==> config.mk <==
export PLATFORM = sky130hd
export DESIGN_NAME = sacd_ctrl
export DESIGN_NICKNAME = d
export VERILOG_FILES = /design/src/sv/sacd_pkg.sv /design/src/sv/sacd_ctrl.sv
export SDC_FILE = /design/constraint.sdc
export NUM_CORES = 1
export LEC_CHECK = 0
export ABC_CLOCK_PERIOD_IN_PS = 1300
export BUFFER_PORTS_ARGS = -buffer_cell sky130_fd_sc_hd__buf_2
export CAP_MARGIN = 5
export CORE_AREA = 2 2 39 41
export CTS_CLUSTER_DIAMETER = 200
export DETAILED_ROUTE_END_ITERATION = 7
export DIE_AREA = 0 0 41 43
export GPL_TIMING_DRIVEN = 1
export HOLD_SLACK_MARGIN = 0.03
export MAX_ROUTING_LAYER = met4
export SYNTH_ARGS = -nofsm -noshare
export SYNTH_HDL_FRONTEND = slang
export SYNTH_SLANG_ARGS = --single-unit
==> constraint.sdc <==
create_clock -name clk -period 1.3 [get_ports clk]
set_input_delay 0 -clock clk [delete_from_list [all_inputs] [get_ports clk]]
set_output_delay 0 -clock clk [all_outputs]
set_load 0.05 [all_outputs]
==> src/sv/sacd_pkg.sv <==
`timescale 1ns / 1ps
// ---------------------------------------------------------------------------
// sacd_pkg
// shared sizes, types and command/status structs of the cache directory
// ---------------------------------------------------------------------------
package sacd_pkg;

	localparam int SETS        = 64;
	localparam int WAYS        = 4;
	localparam int BLOCK_BYTES = 64;
	localparam int RRPV_BITS   = 2;

	localparam int OFF_BITS  = $clog2(BLOCK_BYTES);
	localparam int SET_BITS  = (SETS > 1) ? $clog2(SETS) : 1;
	localparam int SET_W     = $clog2(SETS);
	localparam int TAG_BITS  = 32 - OFF_BITS - SET_W;
	localparam int WAY_BITS  = (WAYS > 1) ? $clog2(WAYS) : 1;
	localparam int RANK_BITS = WAY_BITS;
	localparam int CNT_BITS  = $clog2(WAYS + 1);

	localparam logic [RRPV_BITS-1:0] RRPV_MAX  = {RRPV_BITS{1'b1}};
	localparam logic [RRPV_BITS-1:0] RRPV_FILL = RRPV_MAX - 1'b1;

	localparam logic [1:0] REG_REPLACE_MODE = 2'd0;
	localparam logic [1:0] REG_WRITE_BACK   = 2'd1;
	localparam logic [1:0] REG_WRITE_ALLOC  = 2'd2;

	localparam logic OP_READ  = 1'b0;
	localparam logic OP_WRITE = 1'b1;

	typedef struct packed {
		logic capture;   // latch request, launch set read
		logic resolve;   // compute lookup result and update set
	} sacd_cmd_t;

	typedef struct packed {
		logic done;      // result registered this cycle
	} sacd_stat_t;

endpackage

==> src/sv/sacd_ctrl.sv <==
`timescale 1ns / 1ps
// ---------------------------------------------------------------------------
// sacd_ctrl
// sequencer: capture, resolve, hold result until taken
// ---------------------------------------------------------------------------
module sacd_ctrl (
	input  logic                 clk,
	input  logic                 arst_n,
	input  logic                 in_valid,
	output logic                 in_stall,
	output logic                 out_valid,
	input  logic                 out_stall,
	output sacd_pkg::sacd_cmd_t  cmd,
	input  sacd_pkg::sacd_stat_t stat
);
	import sacd_pkg::*;

	typedef enum logic [1:0] {ST_IDLE, ST_LOOK, ST_OUT} state_t;
	state_t state_q;

	logic out_take;
	assign out_take = out_valid && !out_stall;

	// next item may enter while the result is being taken
	assign in_stall    = !(state_q == ST_IDLE || (state_q == ST_OUT && out_take));
	assign cmd.capture = in_valid && !in_stall;
	assign cmd.resolve = (state_q == ST_LOOK);

	always_ff @(posedge clk or negedge arst_n) begin
		if (!arst_n) begin
			state_q   <= ST_IDLE;
			out_valid <= 1'b0;
		end else begin
			case (state_q)
				ST_IDLE: begin
					if (cmd.capture) state_q <= ST_LOOK;
				end
				ST_LOOK: begin
					state_q   <= ST_OUT;
					out_valid <= stat.done;
				end
				ST_OUT: begin
					if (out_take) begin
						out_valid <= 1'b0;
						state_q   <= cmd.capture ? ST_LOOK : ST_IDLE;
					end
				end
				default: state_q <= ST_IDLE;
			endcase
		end
	end

	a_one_cmd: assert property (@(posedge clk) disable iff (!arst_n)
		!(cmd.capture && cmd.resolve)) else $error("capture during resolve");
	a_valid_out: assert property (@(posedge clk) disable iff (!arst_n)
		cmd.resolve |=> out_valid) else $error("result lost");
	a_no_over: assert property (@(posedge clk) disable iff (!arst_n)
		out_valid && out_stall |=> out_valid) else $error("result dropped");

endmodule

==> impl_results.md <==
* Area Growth Syn to Fin at 77.2%
* Worst-path clk slew at 40 ps
* PD cells at 2780 mW/mm²
* Setup bufs post-CTS at 0
* Initial Util at 0.103
* Synth top cells by count: 3 x dfrtp_1, 2 x and3b_1, 2 x inv_1, 2 x nand2b_1, 2 x o21ai_0
* Core ar. at 0.00138 mm²
* Ant. Diodes at 0
* Clock buffer depth at 2
* Proportion of layout cells with a drive suffix above 1 at 0.464
* Startpoint types: flip-flop
* Largest family of logic cells by synthesized area: compound AO/OA/AOI/OAI gates
* WS Path Type: flip-flop to output pin
* Routability cong. at 0.562
* Final period utilization at 0.940
* Syn Area/Cell at 10.2 µm²
* Fmax at about 800 MHz
* Most common cell in the netlist: dfrtp_1
* Leak Pwr at 0.132 nW
* Routed length on met3 at 42 µm
* Min Clock Period, post-route at 1220 ps
* DIE AREA at around 0.0018 mm²
* Initial antenna violation count at 0
* RSZ-0062 raised after global routing: no
* Cells after synthesis at 14
* Post-synth top area share at 0.526
* MaxCap Viol Count at 0
* Cells along the critical path: inv_1 -> o21ai_2 -> and3b_2 -> buf_4
* TritonRoute pass-1 iters at 2
* Top post-synthesis cells by area: dfrtp_1 53%, and3b_1 12%, nand2b_1 8.8%
* Max IR drop VDD at about 0.59 mV
* Placed Cells at 38
* Iteration-0 DRC Markers at 2
* Vias in the first global route at ~150
* Seq cells post-synth at 3
* Final count of pins violating max slew at 0
* HP Class: input port to flip-flop
* YS warnings at 0
* Fillers at 152
* Rows at 14
* Post-Synth Simple-Gate Area at 0.211
* Max incr delay on CP at 370 ps
* Synth Flop Type: dfrtp_1
* Final Core Density at 0.183
* Mux contribution to synthesized area at 0
* Post-Route Setup TNS at 0 ps
* Unique masters post-synth at 8
* Clock net sink count at 3
* # IOs at 9
* Die X at 41 µm
* Die span in y at between 40 and 50 µm
* Grt total ovfl at 0
* Metal2 WL at 137 µm
* Syn Nets at 19
* Max stage delay cell, worst path: dfrtp_1
* Worst Tran Pin Value at between 200 and 300 ps
* DRT met1 WL at 144 µm
* Global-route wire length before repair at 496 µm
* WL/cell at 8.00 µm
* Async set or reset register ratio after synthesis at 1.00
* Post-route ant nets at 0
* Top sig layer: met4
* Critical path arrival at 1220 ps
* Vias/cell at about 3.5
* Clk_skew at 1.69 ps
* Syn Std Cell Area at 143 µm²
* Post-synth EDFFs at 0
* Sequential fraction of the synthesis area at 0.526
* Vias at 156
* CTS tree: built
* Worst-path maximum fanout at 4
* Required time worst endpoint at 1300 ps
* Final nets at 34
* Synthesized-area fraction occupied by adder cells at 0
* Worst Setup End Kind: output pin
* Total track usage at 0.0577
* PortBufs at 8
* Post-synth top area cell: dfrtp_1
* Root Buffer: clkbuf_4
* Routed WL at ~350 µm
* Max-slew headroom at 0.832
* Worst-skew pair later-pin latency at 230 ps
* Run status: finished, final reports clean
* Hold Fails Final Rpt at 0
* CP top delay family: flip-flops
* Post-synthesis compound-gate area fraction at 0.211
* Non-filler cells, final at 44
* DRC viols at 0
* Setup violators final at 0
* WHS at 39.8 ps
* Synth Area in XOR/XNOR at 0
* H-tree levels at 1
* CTS buffer count at 3
* Largest net degree at the start of global routing at 8
* Worst path bufs/invs at 2
## through the flow
step / instance area (µm²) / power [mW] / worst slack [ps]
3_3_place_gp: 204 / 0.529 / 262
2_1_floorplan: 144 / 0.455 / 26.3
3_5_place_dp: 204 / 0.534 / 261
5_1_grt: 253 / 0.751 / 2.53
4_1_cts: 250 / 0.709 / 7.72
6_report: 253 / 0.703 / 78.3
## cell type report
type | count | area [µm²] | area share
multi-input cells | 9 | 61.3 | 0.243
repair buffers | 10 | 62.6 | 0.248
well taps | 16 | 20.0 | 0.0792
flip-flops and latches | 3 | 75.1 | 0.297
clock buffers | 4 | 26.3 | 0.104
inverters | 2 | 7.51 | 0.0297
## cell families after synthesis
kind of cell | count (synthesis)
AO/OA/AOI/OAI | 5
AND/OR/NAND/NOR | 4
flip-flops | 3
buffers and inverters | 2
## tightest hold or removal path, stage by stage
cell     delay (ps)
buf_2            70
o22ai_1          50
a21oi_1         100
## worst paths after layout
| check | slack (ps) | depth (start not counted) | to | start |
|---|---|---|---|---|
| worst max-delay path | 80 | 4 | cmd[1] | out_valid$_DFFE_PN0P_ |
| worst min-delay path | 40 | 3 | out_valid$_DFFE_PN0P_ | stat |
| min in group asynchronous | 90 | 2 | out_valid$_DFFE_PN0P_ | arst_n |
| worst min register to register | 480 | 1 | out_valid$_DFFE_PN0P_ | state_q[1]$_DFFE_PN0P_ |
| max in group asynchronous | 1100 | 2 | state_q[0]$_DFFE_PN0P_ | arst_n |
| worst max register to register | 420 | 3 | out_valid$_DFFE_PN0P_ | state_q[1]$_DFFE_PN0P_ |
## per-layer routing
layer / vias up / GRT usage
li1: 76 / -
met1: 69 / 0.0324
met2: 9 / 0.0594
met3: 2 / 0.0628
met4: 0 / 0.100
met5: - / -
## report_power, final
| part | total, mW | switching, mW | internal, mW |
|---|---|---|---|
| logic | 0.368 | 0.261 | 0.107 |
| clock network | 0.163 | 0.0476 | 0.115 |
| registers | 0.173 | 0.0391 | 0.134 |
| total | 0.703 | 0.348 | 0.356 |
## registers in the layout, indices dropped and copies added (netlist names)
signal,count
out_valid,1
state_q,2
## repair_timing
action / 4_1_cts / 5_1_grt
endpoints found under the hold margin: 4 / 0
hold buffers: 2 / 0
gates resized for setup: 0 / 2
setup endpoints to repair: 0 / 1
## cells in the final DEF (no fill, tap or decap)
master	instances
and3b_2	1
o21ai_0	2
dlygate4sd3_1	2
clkbuf_4	3
dfrtp_1	3
inv_1	2
buf_2	7
nand2b_1	2
o21ai_2	1
and3b_1	1
buf_4	1
a21oi_1	1
clkbuf_1	1
o22ai_1	1
No activity file was read; power rests on OpenSTA's default activity.
